--- src/sv/ebss_pkg.sv ---
// Shared types and constants of the event batch sync sender.
package ebss_pkg;

  localparam logic [2:0] CMD_QUEUE   = 3'd0;
  localparam logic [2:0] CMD_START   = 3'd1;
  localparam logic [2:0] CMD_PROCESS = 3'd2;
  localparam logic [2:0] CMD_ACK     = 3'd3;
  localparam logic [2:0] CMD_DISC    = 3'd4;

  localparam logic [1:0] CFG_BURST_CAP   = 2'd0;
  localparam logic [1:0] CFG_TIMEOUT_MS  = 2'd1;
  localparam logic [1:0] CFG_MAX_RETRIES = 2'd2;

  localparam int CNT_DROPPED = 0;
  localparam int CNT_QUEUED  = 1;
  localparam int CNT_SYNCED  = 2;
  localparam int CNT_SYNCS   = 3;
  localparam int CNT_ERRORS  = 4;
  localparam int CNT_RETRIES = 5;
  localparam int NUM_CNT     = 6;

  typedef enum logic [2:0] {
    MODE_IDLE     = 3'd0,
    MODE_SENDING  = 3'd1,
    MODE_WAIT_ACK = 3'd2,
    MODE_DONE     = 3'd3,
    MODE_ERROR    = 3'd4
  } mode_t;

  typedef enum logic [2:0] {
    OP_QUEUE,
    OP_START,
    OP_PROCESS,
    OP_ACK,
    OP_DISC,
    OP_NONE
  } op_t;

  typedef struct packed {
    op_t         op;
    logic [63:0] payload;
    logic [31:0] conf;
    logic [15:0] ack;
    logic [31:0] now;
    logic [5:0]  link;
    logic [2:0]  sel;
  } req_t;

  typedef struct packed {
    logic [5:0]  burst_cap;
    logic [31:0] timeout_ms;
    logic [7:0]  max_retries;
  } cfg_t;

endpackage

--- src/sv/ebss_in_if.sv ---
// Request channel of the event batch sync sender.
interface ebss_in_if;
  logic        valid;
  logic        ready;
  logic [2:0]  command;
  logic [63:0] event_payload;
  logic [31:0] confirmed_seq;
  logic [15:0] ack_count;
  logic [31:0] now_ms;
  logic [5:0]  link_accepts;
  logic [2:0]  stat_select;

  modport source (
    output valid, command, event_payload, confirmed_seq, ack_count, now_ms,
           link_accepts, stat_select,
    input  ready
  );
  modport sink (
    input  valid, command, event_payload, confirmed_seq, ack_count, now_ms,
           link_accepts, stat_select,
    output ready
  );
endinterface

--- src/sv/ebss_out_if.sv ---
// Result channel of the event batch sync sender.
interface ebss_out_if;
  logic        valid;
  logic        ready;
  logic        item_kind;
  logic [31:0] event_seq;
  logic [63:0] event_data;
  logic [2:0]  sync_state;
  logic        status;
  logic [31:0] value;
  logic [3:0]  pending;
  logic [31:0] newest_seq;
  logic [31:0] stat_value;
  logic        last;

  modport source (
    output valid, item_kind, event_seq, event_data, sync_state, status, value,
           pending, newest_seq, stat_value, last,
    input  ready
  );
  modport sink (
    input  valid, item_kind, event_seq, event_data, sync_state, status, value,
           pending, newest_seq, stat_value, last,
    output ready
  );
endinterface

--- src/sv/ebss_ram.sv ---
// Generic single-write, single-read RAM with registered read data.
module ebss_ram #(
  parameter int WIDTH = 96,
  parameter int DEPTH = 16
) (
  input  logic                     clk,
  input  logic                     we,
  input  logic [$clog2(DEPTH)-1:0] waddr,
  input  logic [WIDTH-1:0]         wdata,
  input  logic [$clog2(DEPTH)-1:0] raddr,
  output logic [WIDTH-1:0]         rdata
);
  logic [WIDTH-1:0] mem_r [DEPTH];
  logic [WIDTH-1:0] rdata_r;

  always_ff @(posedge clk) begin
    if (we) begin
      mem_r[waddr] <= wdata;
    end
    rdata_r <= mem_r[raddr];
  end

  assign rdata = rdata_r;
endmodule

--- src/sv/ebss_front.sv ---
// Front end: accepts requests, decodes the command and queues them.
module ebss_front import ebss_pkg::*; (
  input  logic  clk,
  input  logic  rst_n,
  ebss_in_if.sink in_req,
  output req_t  req,
  output logic  req_valid,
  input  logic  req_ready
);
  req_t       fifo_r [2];
  logic       wp_r;
  logic       rp_r;
  logic [1:0] cnt_r;
  req_t       dec;
  logic       push;
  logic       pop;

  always_comb begin
    dec.payload = in_req.event_payload;
    dec.conf    = in_req.confirmed_seq;
    dec.ack     = in_req.ack_count;
    dec.now     = in_req.now_ms;
    dec.link    = in_req.link_accepts;
    dec.sel     = in_req.stat_select;
    unique case (in_req.command)
      CMD_QUEUE:   dec.op = OP_QUEUE;
      CMD_START:   dec.op = OP_START;
      CMD_PROCESS: dec.op = OP_PROCESS;
      CMD_ACK:     dec.op = OP_ACK;
      CMD_DISC:    dec.op = OP_DISC;
      default:     dec.op = OP_NONE;
    endcase
  end

  assign in_req.ready = (cnt_r != 2'd2);
  assign push         = in_req.valid && in_req.ready;
  assign req_valid    = (cnt_r != 2'd0);
  assign req          = fifo_r[rp_r];
  assign pop          = req_valid && req_ready;

  always_ff @(posedge clk) begin
    if (!rst_n) begin
      wp_r  <= 1'b0;
      rp_r  <= 1'b0;
      cnt_r <= 2'd0;
    end else begin
      if (push) begin
        fifo_r[wp_r] <= dec;
        wp_r         <= ~wp_r;
      end
      if (pop) begin
        rp_r <= ~rp_r;
      end
      cnt_r <= cnt_r + 2'(push) - 2'(pop);
    end
  end
endmodule

--- src/sv/ebss_back.sv ---
// Back end: ring storage, sync state machine and result register.
module ebss_back import ebss_pkg::*; #(
  parameter int QUEUE_DEPTH  = 16,
  parameter int MAX_BATCH    = 32,
  parameter int PAYLOAD_BITS = 64
) (
  input  logic  clk,
  input  logic  rst_n,
  input  req_t  req,
  input  logic  req_valid,
  output logic  req_ready,
  input  cfg_t  cfg,
  ebss_out_if.source out_res
);
  localparam int IW = $clog2(QUEUE_DEPTH);
  localparam int CW = IW + 1;
  localparam int SW = $clog2(MAX_BATCH + 1);
  localparam int DW = 32 + PAYLOAD_BITS;
  localparam logic [5:0] MAXB = 6'(MAX_BATCH);

  typedef enum logic [3:0] {
    S_IDLE, S_RD, S_EV, S_SFIN, S_PLOOP, S_PNEXT, S_EMIT, S_PFIN, S_STATUS
  } state_t;

  state_t                  state_r;
  op_t                     op_r;
  logic [31:0]             conf_r;
  logic [31:0]             now_r;
  logic [5:0]              link_r;
  logic [2:0]              sel_r;
  logic [IW-1:0]           wr_r;
  logic [IW-1:0]           rd_r;
  logic [31:0]             seq_ctr_r;
  mode_t                   mode_r;
  logic [32:0]             cursor_r;
  logic [31:0]             end_r;
  logic [SW-1:0]           sib_r;
  logic [SW-1:0]           sent_r;
  logic [7:0]              retries_r;
  logic [31:0]             last_act_r;
  logic [31:0]             counters_r [NUM_CNT];
  logic [CW-1:0]           i_r;
  logic [IW-1:0]           p_r;
  logic                    found_r;
  logic [CW-1:0]           first_i_r;
  logic [31:0]             last_s_r;
  logic [31:0]             best_r;
  logic [PAYLOAD_BITS-1:0] best_data_r;
  logic                    status_r;
  logic [31:0]             value_r;

  logic                    out_valid_r;
  logic                    out_kind_r;
  logic [31:0]             out_seq_r;
  logic [63:0]             out_data_r;
  logic [2:0]              out_state_r;
  logic                    out_status_r;
  logic [31:0]             out_value_r;
  logic [3:0]              out_pending_r;
  logic [31:0]             out_newest_r;
  logic [31:0]             out_stat_r;
  logic                    out_last_r;

  logic [CW-1:0]           cnt;
  logic                    full;
  logic                    slot_free;
  logic                    out_load;
  logic [5:0]              limit;
  logic                    ram_we;
  logic [DW-1:0]           ram_rdata;
  logic [31:0]             s_rd;
  logic [PAYLOAD_BITS-1:0] d_rd;
  logic [7:0]              ret_inc;
  logic [31:0]             newest;
  logic [31:0]             stat;

  function automatic logic [IW-1:0] inc_idx(input logic [IW-1:0] x);
    return (x == IW'(QUEUE_DEPTH - 1)) ? '0 : x + 1'b1;
  endfunction

  assign cnt = (wr_r >= rd_r) ? CW'(wr_r) - CW'(rd_r)
                              : CW'(wr_r) + CW'(QUEUE_DEPTH) - CW'(rd_r);
  assign full      = (cnt == CW'(QUEUE_DEPTH - 1));
  assign slot_free = !out_valid_r || out_res.ready;
  assign out_load  = ((state_r == S_EMIT) || (state_r == S_STATUS)) && slot_free;
  assign limit     = (cfg.burst_cap < MAXB) ? cfg.burst_cap : MAXB;
  assign ram_we    = (state_r == S_IDLE) && req_valid && (req.op == OP_QUEUE);
  assign req_ready = (state_r == S_IDLE);
  assign s_rd      = ram_rdata[DW-1 -: 32];
  assign d_rd      = ram_rdata[PAYLOAD_BITS-1:0];
  assign ret_inc   = (retries_r == 8'hFF) ? retries_r : retries_r + 8'd1;
  assign newest    = (seq_ctr_r == 32'd0) ? 32'd0 : seq_ctr_r - 32'd1;
  assign stat      = (sel_r < 3'(NUM_CNT)) ? counters_r[sel_r] : 32'd0;

  ebss_ram #(.WIDTH(DW), .DEPTH(QUEUE_DEPTH)) u_ring (
    .clk   (clk),
    .we    (ram_we),
    .waddr (wr_r),
    .wdata ({seq_ctr_r, req.payload[PAYLOAD_BITS-1:0]}),
    .raddr (p_r),
    .rdata (ram_rdata)
  );

  always_ff @(posedge clk) begin
    if (!rst_n) begin
      state_r     <= S_IDLE;
      wr_r        <= '0;
      rd_r        <= '0;
      seq_ctr_r   <= 32'd1;
      mode_r      <= MODE_IDLE;
      cursor_r    <= '0;
      end_r       <= '0;
      sib_r       <= '0;
      sent_r      <= '0;
      retries_r   <= '0;
      last_act_r  <= '0;
      found_r     <= 1'b0;
      out_valid_r <= 1'b0;
      for (int k = 0; k < NUM_CNT; k++) begin
        counters_r[k] <= '0;
      end
    end else begin
      if (out_load) begin
        out_valid_r <= 1'b1;
      end else if (out_valid_r && out_res.ready) begin
        out_valid_r <= 1'b0;
      end
      unique case (state_r)
        S_IDLE: begin
          if (req_valid) begin
            op_r     <= req.op;
            conf_r   <= req.conf;
            now_r    <= req.now;
            link_r   <= req.link;
            sel_r    <= req.sel;
            status_r <= (req.op == OP_ACK) && (mode_r != MODE_WAIT_ACK);
            value_r  <= (req.op == OP_QUEUE) ? seq_ctr_r : '0;
            if (req.op == OP_START) begin
              state_r <= S_RD;
            end else if (req.op == OP_PROCESS && mode_r == MODE_SENDING) begin
              state_r <= S_PLOOP;
            end else begin
              state_r <= S_STATUS;
            end
            unique case (req.op)
              OP_QUEUE: begin
                if (full) begin
                  rd_r <= inc_idx(rd_r);
                  counters_r[CNT_DROPPED] <= counters_r[CNT_DROPPED] + 32'd1;
                end
                wr_r      <= inc_idx(wr_r);
                counters_r[CNT_QUEUED] <= counters_r[CNT_QUEUED] + 32'd1;
                seq_ctr_r <= seq_ctr_r + 32'd1;
              end
              OP_START: begin
                i_r     <= '0;
                p_r     <= rd_r;
                found_r <= 1'b0;
              end
              OP_PROCESS: begin
                if (mode_r == MODE_SENDING) begin
                  sent_r <= '0;
                end else if (mode_r == MODE_WAIT_ACK &&
                             (req.now - last_act_r) > cfg.timeout_ms) begin
                  retries_r <= ret_inc;
                  counters_r[CNT_RETRIES] <= counters_r[CNT_RETRIES] + 32'd1;
                  if (ret_inc >= cfg.max_retries) begin
                    mode_r <= MODE_ERROR;
                    counters_r[CNT_ERRORS] <= counters_r[CNT_ERRORS] + 32'd1;
                  end else begin
                    cursor_r   <= (cursor_r >= 33'(sib_r)) ? cursor_r - 33'(sib_r)
                                                           : '0;
                    mode_r     <= MODE_SENDING;
                    last_act_r <= req.now;
                  end
                end
              end
              OP_ACK: begin
                if (mode_r == MODE_WAIT_ACK) begin
                  retries_r <= '0;
                  if (cursor_r > {1'b0, end_r} && req.ack >= 16'(sib_r)) begin
                    rd_r   <= wr_r;
                    mode_r <= MODE_DONE;
                    counters_r[CNT_SYNCS] <= counters_r[CNT_SYNCS] + 32'd1;
                  end else begin
                    mode_r     <= MODE_SENDING;
                    last_act_r <= req.now;
                  end
                end
              end
              OP_DISC: begin
                mode_r    <= MODE_IDLE;
                sib_r     <= '0;
                retries_r <= '0;
              end
              default: begin
              end
            endcase
          end
        end
        S_RD: begin
          if (i_r == cnt) begin
            state_r <= (op_r == OP_START) ? S_SFIN : S_PNEXT;
          end else begin
            state_r <= S_EV;
          end
        end
        S_EV: begin
          if (op_r == OP_START) begin
            if (!found_r && s_rd > conf_r) begin
              found_r   <= 1'b1;
              first_i_r <= i_r;
            end
            last_s_r <= s_rd;
          end else if ({1'b0, s_rd} >= cursor_r && s_rd <= end_r &&
                       (!found_r || s_rd < best_r)) begin
            found_r     <= 1'b1;
            best_r      <= s_rd;
            best_data_r <= d_rd;
          end
          i_r     <= i_r + 1'b1;
          p_r     <= inc_idx(p_r);
          state_r <= S_RD;
        end
        S_SFIN: begin
          if (!found_r) begin
            mode_r <= MODE_DONE;
            counters_r[CNT_SYNCS] <= counters_r[CNT_SYNCS] + 32'd1;
          end else begin
            value_r    <= 32'(cnt - first_i_r);
            mode_r     <= MODE_SENDING;
            cursor_r   <= {1'b0, conf_r} + 33'd1;
            end_r      <= last_s_r;
            sib_r      <= '0;
            retries_r  <= '0;
            last_act_r <= now_r;
          end
          state_r <= S_STATUS;
        end
        S_PLOOP: begin
          if (6'(sent_r) < limit && cursor_r <= {1'b0, end_r}) begin
            i_r     <= '0;
            p_r     <= rd_r;
            found_r <= 1'b0;
            state_r <= S_RD;
          end else begin
            state_r <= S_PFIN;
          end
        end
        S_PNEXT: begin
          if (!found_r) begin
            cursor_r <= {1'b0, end_r} + 33'd1;
            state_r  <= S_PFIN;
          end else begin
            cursor_r <= {1'b0, best_r};
            state_r  <= (6'(sent_r) >= link_r) ? S_PFIN : S_EMIT;
          end
        end
        S_EMIT: begin
          if (slot_free) begin
            out_kind_r    <= 1'b1;
            out_seq_r     <= best_r;
            out_data_r    <= 64'(best_data_r);
            out_state_r   <= '0;
            out_status_r  <= 1'b0;
            out_value_r   <= '0;
            out_pending_r <= '0;
            out_newest_r  <= '0;
            out_stat_r    <= '0;
            out_last_r    <= 1'b0;
            sent_r        <= sent_r + 1'b1;
            cursor_r      <= {1'b0, best_r} + 33'd1;
            counters_r[CNT_SYNCED] <= counters_r[CNT_SYNCED] + 32'd1;
            state_r       <= S_PLOOP;
          end
        end
        S_PFIN: begin
          sib_r <= sent_r;
          if (sent_r != '0) begin
            mode_r     <= MODE_WAIT_ACK;
            last_act_r <= now_r;
          end else if (cursor_r > {1'b0, end_r}) begin
            mode_r <= MODE_DONE;
            counters_r[CNT_SYNCS] <= counters_r[CNT_SYNCS] + 32'd1;
          end else begin
            mode_r <= MODE_ERROR;
            counters_r[CNT_ERRORS] <= counters_r[CNT_ERRORS] + 32'd1;
          end
          state_r <= S_STATUS;
        end
        S_STATUS: begin
          if (slot_free) begin
            out_kind_r    <= 1'b0;
            out_seq_r     <= '0;
            out_data_r    <= '0;
            out_state_r   <= mode_r;
            out_status_r  <= status_r;
            out_value_r   <= value_r;
            out_pending_r <= 4'(cnt);
            out_newest_r  <= newest;
            out_stat_r    <= stat;
            out_last_r    <= 1'b1;
            state_r       <= S_IDLE;
          end
        end
        default: state_r <= S_IDLE;
      endcase
    end
  end

  assign out_res.valid      = out_valid_r;
  assign out_res.item_kind  = out_kind_r;
  assign out_res.event_seq  = out_seq_r;
  assign out_res.event_data = out_data_r;
  assign out_res.sync_state = out_state_r;
  assign out_res.status     = out_status_r;
  assign out_res.value      = out_value_r;
  assign out_res.pending    = out_pending_r;
  assign out_res.newest_seq = out_newest_r;
  assign out_res.stat_value = out_stat_r;
  assign out_res.last       = out_last_r;

`ifndef SYNTHESIS
  a_idx_range: assert property (@(posedge clk) disable iff (!rst_n)
    (32'(wr_r) < QUEUE_DEPTH) && (32'(rd_r) < QUEUE_DEPTH))
    else $error("ring index out of range");
  a_sent_cap: assert property (@(posedge clk) disable iff (!rst_n)
    32'(sent_r) <= MAX_BATCH)
    else $error("batch count above maximum");
  a_wait_sent: assert property (@(posedge clk) disable iff (!rst_n)
    mode_r == MODE_WAIT_ACK |-> sib_r != '0)
    else $error("waiting for acknowledge with empty batch");
  a_status_last: assert property (@(posedge clk) disable iff (!rst_n)
    out_valid_r && !out_kind_r |-> out_last_r && out_seq_r == 32'd0)
    else $error("status item malformed");
`endif
endmodule

--- src/sv/event_batch_sync_sender_unit.sv ---
// Top level of the event batch sync sender: configuration, front and back end.
//
//   channel   direction  handshake     contents
//   in_req    in         valid/ready   one command request
//   out_res   out        valid/ready   emitted events, then one status item
//   cfg_*     in         write enable  batch size, timeout, retry limit
//
// Queue, acknowledge, disconnect and process outside sending go from idle straight to the status item.
// A start scans the ring, reading each stored event in turn.
// A sending pass scans the ring for each event it emits, the RAM read port
// being shared by all scans.
// Reset is synchronous; the ring RAM holds no reset and needs no clearing.
// Two requests queue in the front end while the back end or the result
// register is stalled.
module event_batch_sync_sender_unit import ebss_pkg::*; #(
  parameter int QUEUE_DEPTH  = 16,
  parameter int MAX_BATCH    = 32,
  parameter int PAYLOAD_BITS = 64
) (
  input  logic        clk,
  input  logic        rst_n,
  ebss_in_if.sink     in_req,
  ebss_out_if.source  out_res,
  input  logic        cfg_we,
  input  logic [1:0]  cfg_index,
  input  logic [31:0] cfg_wdata
);
  cfg_t cfg_r;
  req_t req;
  logic req_valid;
  logic req_ready;

  always_ff @(posedge clk) begin
    if (!rst_n) begin
      cfg_r.burst_cap   <= 6'd8;
      cfg_r.timeout_ms  <= 32'd1000;
      cfg_r.max_retries <= 8'd3;
    end else if (cfg_we) begin
      unique case (cfg_index)
        CFG_BURST_CAP:   cfg_r.burst_cap   <= cfg_wdata[5:0];
        CFG_TIMEOUT_MS:  cfg_r.timeout_ms  <= cfg_wdata;
        CFG_MAX_RETRIES: cfg_r.max_retries <= cfg_wdata[7:0];
        default: begin
        end
      endcase
    end
  end

  ebss_front u_front (
    .clk       (clk),
    .rst_n     (rst_n),
    .in_req    (in_req),
    .req       (req),
    .req_valid (req_valid),
    .req_ready (req_ready)
  );

  ebss_back #(
    .QUEUE_DEPTH  (QUEUE_DEPTH),
    .MAX_BATCH    (MAX_BATCH),
    .PAYLOAD_BITS (PAYLOAD_BITS)
  ) u_back (
    .clk       (clk),
    .rst_n     (rst_n),
    .req       (req),
    .req_valid (req_valid),
    .req_ready (req_ready),
    .cfg       (cfg_r),
    .out_res   (out_res)
  );
endmodule

--- src/flat_wrapper.sv ---
// flat-port wrapper written by rule: the top's interface ports become plain ports
module event_batch_sync_sender_unit_flat import ebss_pkg::*;
#(
  parameter int QUEUE_DEPTH  = 16,
  parameter int MAX_BATCH    = 32,
  parameter int PAYLOAD_BITS = 64
)
  (clk, rst_n, cfg_we, cfg_index, cfg_wdata, in_req_valid, in_req_command, in_req_event_payload, in_req_confirmed_seq, in_req_ack_count, in_req_now_ms, in_req_link_accepts, in_req_stat_select, in_req_ready, out_res_valid, out_res_item_kind, out_res_event_seq, out_res_event_data, out_res_sync_state, out_res_status, out_res_value, out_res_pending, out_res_newest_seq, out_res_stat_value, out_res_last, out_res_ready);
  ebss_in_if in_req_i ();
  ebss_out_if out_res_i ();
  input  logic clk;
  input  logic rst_n;
  input  logic cfg_we;
  input  logic [1:0] cfg_index;
  input  logic [31:0] cfg_wdata;
  input wire logic [$bits(in_req_i.valid)-1:0] in_req_valid;
  input wire logic [$bits(in_req_i.command)-1:0] in_req_command;
  input wire logic [$bits(in_req_i.event_payload)-1:0] in_req_event_payload;
  input wire logic [$bits(in_req_i.confirmed_seq)-1:0] in_req_confirmed_seq;
  input wire logic [$bits(in_req_i.ack_count)-1:0] in_req_ack_count;
  input wire logic [$bits(in_req_i.now_ms)-1:0] in_req_now_ms;
  input wire logic [$bits(in_req_i.link_accepts)-1:0] in_req_link_accepts;
  input wire logic [$bits(in_req_i.stat_select)-1:0] in_req_stat_select;
  output wire logic [$bits(in_req_i.ready)-1:0] in_req_ready;
  output wire logic [$bits(out_res_i.valid)-1:0] out_res_valid;
  output wire logic [$bits(out_res_i.item_kind)-1:0] out_res_item_kind;
  output wire logic [$bits(out_res_i.event_seq)-1:0] out_res_event_seq;
  output wire logic [$bits(out_res_i.event_data)-1:0] out_res_event_data;
  output wire logic [$bits(out_res_i.sync_state)-1:0] out_res_sync_state;
  output wire logic [$bits(out_res_i.status)-1:0] out_res_status;
  output wire logic [$bits(out_res_i.value)-1:0] out_res_value;
  output wire logic [$bits(out_res_i.pending)-1:0] out_res_pending;
  output wire logic [$bits(out_res_i.newest_seq)-1:0] out_res_newest_seq;
  output wire logic [$bits(out_res_i.stat_value)-1:0] out_res_stat_value;
  output wire logic [$bits(out_res_i.last)-1:0] out_res_last;
  input wire logic [$bits(out_res_i.ready)-1:0] out_res_ready;
  assign in_req_i.valid = in_req_valid;
  assign in_req_i.command = in_req_command;
  assign in_req_i.event_payload = in_req_event_payload;
  assign in_req_i.confirmed_seq = in_req_confirmed_seq;
  assign in_req_i.ack_count = in_req_ack_count;
  assign in_req_i.now_ms = in_req_now_ms;
  assign in_req_i.link_accepts = in_req_link_accepts;
  assign in_req_i.stat_select = in_req_stat_select;
  assign in_req_ready = in_req_i.ready;
  assign out_res_valid = out_res_i.valid;
  assign out_res_item_kind = out_res_i.item_kind;
  assign out_res_event_seq = out_res_i.event_seq;
  assign out_res_event_data = out_res_i.event_data;
  assign out_res_sync_state = out_res_i.sync_state;
  assign out_res_status = out_res_i.status;
  assign out_res_value = out_res_i.value;
  assign out_res_pending = out_res_i.pending;
  assign out_res_newest_seq = out_res_i.newest_seq;
  assign out_res_stat_value = out_res_i.stat_value;
  assign out_res_last = out_res_i.last;
  assign out_res_i.ready = out_res_ready;
  event_batch_sync_sender_unit #(.QUEUE_DEPTH(QUEUE_DEPTH), .MAX_BATCH(MAX_BATCH), .PAYLOAD_BITS(PAYLOAD_BITS)) u_core (.clk(clk), .rst_n(rst_n), .in_req(in_req_i), .out_res(out_res_i), .cfg_we(cfg_we), .cfg_index(cfg_index), .cfg_wdata(cfg_wdata));
endmodule
--- config.mk ---
export PLATFORM = sky130hd
export DESIGN_NAME = event_batch_sync_sender_unit_flat
export DESIGN_NICKNAME = d
export VERILOG_FILES = /design/src/sv/ebss_pkg.sv /design/src/sv/ebss_in_if.sv /design/src/sv/ebss_out_if.sv /design/src/sv/ebss_ram.sv /design/src/sv/ebss_front.sv /design/src/sv/ebss_back.sv /design/src/sv/event_batch_sync_sender_unit.sv /design/src/flat_wrapper.sv
export SDC_FILE = /design/constraint.sdc
export NUM_CORES = 2
export LEC_CHECK = 0
export BUFFER_PORTS_ARGS = -buffer_cell sky130_fd_sc_hd__clkbuf_2
export CORE_MARGIN = 4
export CORE_UTILIZATION = 50
export DETAILED_ROUTE_END_ITERATION = 10
export PLACE_DENSITY = 0.66
export SYNTH_ARGS = -nofsm -noshare
export SYNTH_HDL_FRONTEND = slang
export SYNTH_SLANG_ARGS = --single-unit
--- constraint.sdc ---
create_clock -name clk -period 36.5 [get_ports clk]
set_clock_uncertainty 0.2 [all_clocks]
set_input_delay 7.3 -clock clk [delete_from_list [all_inputs] [get_ports clk]]
set_output_delay 7.3 -clock clk [all_outputs]
set_load 0.01 [all_outputs]
Word-level counts from Yosys, hierarchy flattened

Memories as Yosys holds them, arrays and structs flattened. A register that Yosys moved wholly into a read port is not among the register bits.
Index checks and enable logic that the tools add are counted.

Flip-flop bits (word level): 669
Output and inout port bits: 204
Memory bits (writable): 2040
Logic and storage cells: 390
Memories: 3

Multiplexer cells: 184
Bitwise operators: 12
Reductions and logical operators: 55
Eq/ne operators: 54
Magnitude comparators: 15
Add/subtract/negate cells: 25

Memories:

| memory                     | words | width | rd ports | clocked after memory_dff | write ports | line             | text |
|---|---|---|---|---|---|---|---|
| u_core.u_back.u_ring.mem_r | 16    | 96    | 1        | 1                        | 1           | ebss_ram.sv:13   | `logic [WIDTH-1:0] mem_r [DEPTH];` |
| u_core.u_front.fifo_r      | 2     | 156   | 1        | 1                        | 1           | ebss_front.sv:10 | `req_t fifo_r [2];` |
| u_core.u_back.counters_r   | 6     | 32    | 7        | 1                        | 6           | ebss_back.sv:41  | `logic [31:0] counters_r [NUM_CNT];` |

Operator list:

| kind                                                            | number |
|---|---|
| 32-bit two-way mux                                              | 27 |
| 32-bit case mux with 2 select lines                             | 6 |
| 33-bit two-way mux                                              | 9 |
| 32-bit by 1-bit adder with 32-bit output, second input constant | 7 |
| 33-bit case mux with 4 select lines                             | 1 |
| 64-bit two-way mux                                              | 2 |
| 64-bit case mux with 2 select lines                             | 1 |
| 32-bit by 1-bit adder with 33-bit output, second input constant | 3 |
| 32-bit case mux with 3 select lines                             | 1 |
| 1-bit two-way mux                                               | 72 |
| 32-bit greater-than comparator                                  | 2 |
| 4-bit two-way mux                                               | 15 |
| 6-bit two-way mux                                               | 8 |
| 8-bit two-way mux                                               | 6 |
| 3-bit two-way mux                                               | 13 |
| 32-bit by 33-bit >= comparator with 1-bit output                | 1 |
| 33-bit by 6-bit >= comparator with 1-bit output                 | 1 |
| 33-bit by 32-bit greater-than comparator with 1-bit output      | 1 |
| 33-bit by 32-bit less-or-equal comparator with 1-bit output     | 1 |
| 33-bit by 6-bit subtractor with 33-bit output                   | 1 |
| 32-bit less-or-equal comparator                                 | 1 |
| 32-bit zero test                                                | 1 |
| 32-bit less-than comparator                                     | 1 |
| 4-bit case mux with 8 select lines                              | 1 |
| other kinds (71)                                                | 163 |

Depth between registers and ports, before layout

Word-level depth: 13
Mapped depth: 26
Mapped depth without buffers: 21

By module

A second synthesis with hierarchy kept.

Cells, all modules: 7473
Area total of the unflattened synthesis: 117906.8 µm²

By module, submodules not included:

| module                       | instances | cells an instance | area each (µm²) |
|---|---|---|---|
| ebss_ram                     | 1         | 2460              | 59355.7 |
| ebss_back                    | 1         | 4304              | 45110.8 |
| ebss_front                   | 1         | 513               | 11563.6 |
| event_batch_sync_sender_unit | 1         | 196               | 1876.8 |

Worst setup path after synthesis

Ideal clock, no wire load.

Kind: input-to-reg
Start: input rst_n
End: register u_core.u_back.out_data_r[0] (netlist: u_core.u_back.out_res.event_data[0]) (enable)
Stages on the path: 3
Slack: 12967 ps
Library setup time: 1062 ps
Arrival time: 22271 ps
Path through: inv_2 clkbuf_1 a211oi_1

Word-level cells in the longest chain between the ends: 1

Ends and longest elaborated chain:

| what                          | line               | text |
|---|---|---|
| start: declaration            | flat_wrapper.sv:12 | `input logic rst_n;` |
| 4-bit AND reduction (no line) | n/a                |  |
| end signal: assignment        | ebss_back.sv:263   | `out_data_r <= 64'(best_data_r);` |
| end: declaration              | ebss_back.sv:55    | `logic [63:0] out_data_r;` |

No other way between the ends.
A chain may end at the register's enable or synchronous reset.

Final worst setup path

Start: input rst_n
End: register u_core.u_back.out_newest_r[28] (netlist: u_core.u_back.out_res.newest_seq[28]) (enable)

Word-level cells in the longest chain between the ends: 1

Ends and longest elaborated chain:

| what                          | line             | text |
|---|---|---|
| 4-bit AND reduction (no line) | n/a              |  |
| end signal: assignment        | ebss_back.sv:300 | `out_newest_r <= newest;` |
| end: declaration              | ebss_back.sv:60  | `logic [31:0] out_newest_r;` |

No other way between the ends.

==> flow_summary.json <==
{
  "h-tree-depth": 5,
  "dp_hpwl_um": 180000,
  "wl_met1_um": 128000,
  "slowest_stage": "buf_4",
  "syn-cell-area_um2": 119000,
  "grt_pass1_wl_um": 449000,
  "p_leak_nw": 46.4,
  "path_cells": "buf_4 -> inv_4 -> buf_4 -> a211oi_4 -> buf_4 -> buf_4",
  "core_area_um2": 236000,
  "ioPinCount": 399,
  "cts_sinks": 2809,
  "cts_resized": 0,
  "synth_area_per_cell_um2": 14.8,
  "final_hold_viol_count": 0,
  "cp.required_ns": 36.80,
  "portBuffers": 398,
  "setup_viol": 0,
  "drt-pass1-iter-count": 8,
  "internal-power_mw": 5.94,
  "cp.arrival_ns": 9.81,
  "cts_buffers": 309,
  "period_needed_ns": 9.51,
  "cts.path.max_buffers": 4,
  "path_class": "in2reg",
  "fin_area_um2": 134000,
  "antenna_found_initial": 24,
  "hold_class": "reg2reg",
  "yosysWarnings": 0,
  "die_y_um": 495,
  "async_reset_ff_share_pct": 0,
  "viasPerCell": 5.94,
  "ys_seq_elements": 2809,
  "clkLatencyLatePin_ns": 0.92,
  "relSlewSlack_pct": 14.7,
  "endpoint_kind": "register",
  "cap_violations": 0,
  "grt_max_degree": 127,
  "wl_met2_um": 145000,
  "syn_inst": 8014,
  "pwr-share-comb_pct": 13.9,
  "place.gp.congestion": 0.941,
  "status": "complete, no violations",
  "syn-num-nets": 8499,
  "drc": 0,
  "p_switching_mw": 2.03,
  "ys.flop_type": "edfxtp_1",
  "vdd.ir_drop.worst_mv": 0.0434,
  "clkPwrFrac_pct": 37.9,
  "fill_cells": 18400,
  "gr-total-overflow": 0,
  "layout-drive-gt1-share_pct": 17.3,
  "power.density_nw_per_um2": 59.2,
  "chipWidth_um": 495,
  "synth_edf_count": 2493,
  "ff2ff_setup_slack_ns": 29.28,
  "tns_ns": 0,
  "postCtsSetupRepairBufs": 0,
  "cts_hold_buf": 0,
  "wl_per_cell_um": 25.6,
  "syn_to_final_growth_pct": 13.2,
  "path_common_cell": "buf_4",
  "rows": 178,
  "rsz0062_at_grt": "no",
  "whs_ns": 0.199,
  "period_share_pct": 26.0,
  "dr_wl_met3_um": 21200,
  "netSwitchingFraction_pct": 25.4,
  "cp_max_fo": 65,
  "fin_nets": 8962,
  "dieArea_um2": 245000,
  "cts_tree": "yes",
  "top_layer": "met5",
  "first_iter_violations": 6976,
  "root_buffer": "clkbuf_16",
  "placed_area_um2": 125000,
  "synth.distinct_cells": 101,
  "max_stage_delay_ns": 0.76,
  "seqPwrFrac_pct": 48.2,
  "ys_seq_area_share_pct": 68.4,
  "grt_usage_pct": 24.4,
  "wirelength_um": 304000,
  "setup.worst_path.start_class": "input port",
  "initial_core_util_pct": 50.4,
  "clk_pin_slew_worst_paths_ns": 0.06,
  "tightestPinTransition_ns": 1.27,
  "slew_violations": 0,
  "vias": 70500,
  "grt_pass1_vias": 69800,
  "ant_nets": 0,
  "fmax_ghz": 0.105
}
==> placed cells by master (no fill, tap or decap), types with 88 or more instances in the layout <==
| cell | n |
|---|---|
| a21oi_1 | 345 |
| a221oi_1 | 105 |
| a22oi_1 | 109 |
| buf_4 | 111 |
| clkbuf_16 | 314 |
| clkbuf_2 | 397 |
| dfxtp_1 | 311 |
| edfxtp_1 | 2493 |
| ha_1 | 286 |
| inv_1 | 265 |
| mux2_2 | 243 |
| mux2i_1 | 385 |
| mux4_2 | 224 |
| nand2_1 | 528 |
| nand3_1 | 168 |
| nor2_1 | 494 |
| nor2b_1 | 88 |
| o21ai_0 | 309 |
| xnor2_1 | 180 |
| xor2_1 | 165 |
==> synth_stat cells, types with 12 or more instances <==
cell type | count | area (um2)
mux2_2 | 243 | 2740
dfxtp_1 | 316 | 6330
or4_1 | 12 | 90.1
and4_1 | 27 | 236
nor4_1 | 36 | 225
a211oi_1 | 63 | 473
ha_1 | 286 | 3580
edfxtp_1 | 2493 | 74900
nor3_1 | 73 | 365
o21ai_0 | 310 | 1550
a21oi_1 | 346 | 1730
xnor2_1 | 180 | 1580
nor2_1 | 509 | 1910
a31oi_1 | 21 | 131
mux2i_1 | 385 | 3850
or3_1 | 21 | 131
xor2_1 | 165 | 1450
nand3_1 | 168 | 841
clkbuf_1 | 300 | 1130
a22oi_1 | 109 | 818
buf_2 | 22 | 110
o211ai_1 | 58 | 435
and3_1 | 69 | 432
nand2_1 | 529 | 1990
nor2b_1 | 89 | 557
o21ai_1 | 23 | 115
mux4_2 | 224 | 5040
o22ai_1 | 26 | 163
buf_1 | 50 | 188
nand4_1 | 87 | 544
o21a_1 | 16 | 120
a21o_1 | 78 | 586
o31ai_1 | 14 | 105
nand2b_1 | 54 | 338
a221oi_1 | 105 | 920
inv_1 | 267 | 1000
and2_1 | 69 | 432
==> power groups by stage <==
stage	clock network [mW]	registers [mW]	logic [mW]
finish	3.02	3.84	1.10
global route	3.21	3.85	1.22
CTS	3.08	3.84	1.11
detailed placement	0	3.91	1.10
global placement	0	3.90	1.08
floorplan	0	3.92	0.739
==> critical path, delay by kind of cell <==
family | cells | cell delay, ns
AOI/OAI and AO/OA | 1 | 0.27
buffers and inverters | 5 | 2.05
==> registers in the layout, summed over array words and instances, names as in the netlist, 8 cells and up, named ones only <==
name and cells:
u_core.u_back.out_res.event_data 64, u_core.cfg_r 46, u_core.u_back.u_ring.mem_r 1536, u_core.u_back.retries_r 8, u_core.u_back.counters_r 192, u_core.u_back.value_r 32, u_core.u_back.u_ring.rdata 96, u_core.u_back.out_res.newest_seq 32
u_core.u_back.now_r 32, u_core.u_back.out_res.stat_value 32, u_core.u_back.conf_r 32, u_core.u_back.out_res.value 32, u_core.u_back.seq_ctr_r 32, u_core.u_back.best_r 32, u_core.u_back.cursor_r 33, u_core.u_back.last_act_r 32
u_core.u_back.last_s_r 32, u_core.u_back.best_data_r 64, u_core.u_front.fifo_r 312, u_core.u_back.out_res.event_seq 32, u_core.u_back.end_r 32
==> cells by family (layout without fill, tap and decap cells) <==
group / count (synthesis) / in the layout / synth area share [%]
buf+inv: 644 / 1339 / 2.06
simple gates: 1807 / 1807 / 7.33
other cells: 0 / 9 / 0
fa+ha+maj: 290 / 290 / 3.08
compound gates: 1265 / 1265 / 6.77
mux: 854 / 854 / 9.82
xor+xnor: 345 / 345 / 2.55
flops: 2809 / 2809 / 68.4
==> path summary, 6_finish.rpt <==
| path | cells after the start | start | endpoint |
|---|---|---|---|
| setup reg to reg | 21 | register | u_core.u_back.last_act_r[25] |
| hold / removal | 0 | u_core.u_back.u_ring.rdata[47] | u_core.u_back.best_data_r[47] |
| hold reg to reg | 0 | u_core.u_back.u_ring.rdata[47] | u_core.u_back.best_data_r[47] |
| setup / recovery | 6 | rst_n | u_core.u_back.out_res.newest_seq[28] |
==> area by class of cell <==
class,instances,area (um2),share of cell area (%)
clock buffers,408,8420,6.26
inverters,272,1030,0.766
flip-flops and latches,2809,81200,60.4
diodes,9,22.5,0.0168
clock inverters,135,1360,1.01
multi-input cells,4561,35300,26.3
repair buffers,524,3140,2.34
well taps,3150,3940,2.93
==> stage by stage <==
step	instances	power [mW]	setup slack [ns]	util [%]
2_1_floorplan	8014	4.66	12.97	-
3_3_place_gp	11300	4.98	26.14	52.9
3_5_place_dp	11300	5.01	26.08	52.9
4_1_cts	11900	8.03	27.05	57.0
5_1_grt	11900	8.27	26.79	57.0
6_report	11900	7.96	26.99	57.0
==> routing by layer <==
layer / GRT usage (%) / up-vias
met5: 0 / -
met2: 39.5 / 2704
met1: 34.1 / 35700
met3: 3.69 / 574
met4: 7.86 / 6
li1: - / 31500
Note: power is estimated with default switching activity, not from simulation.
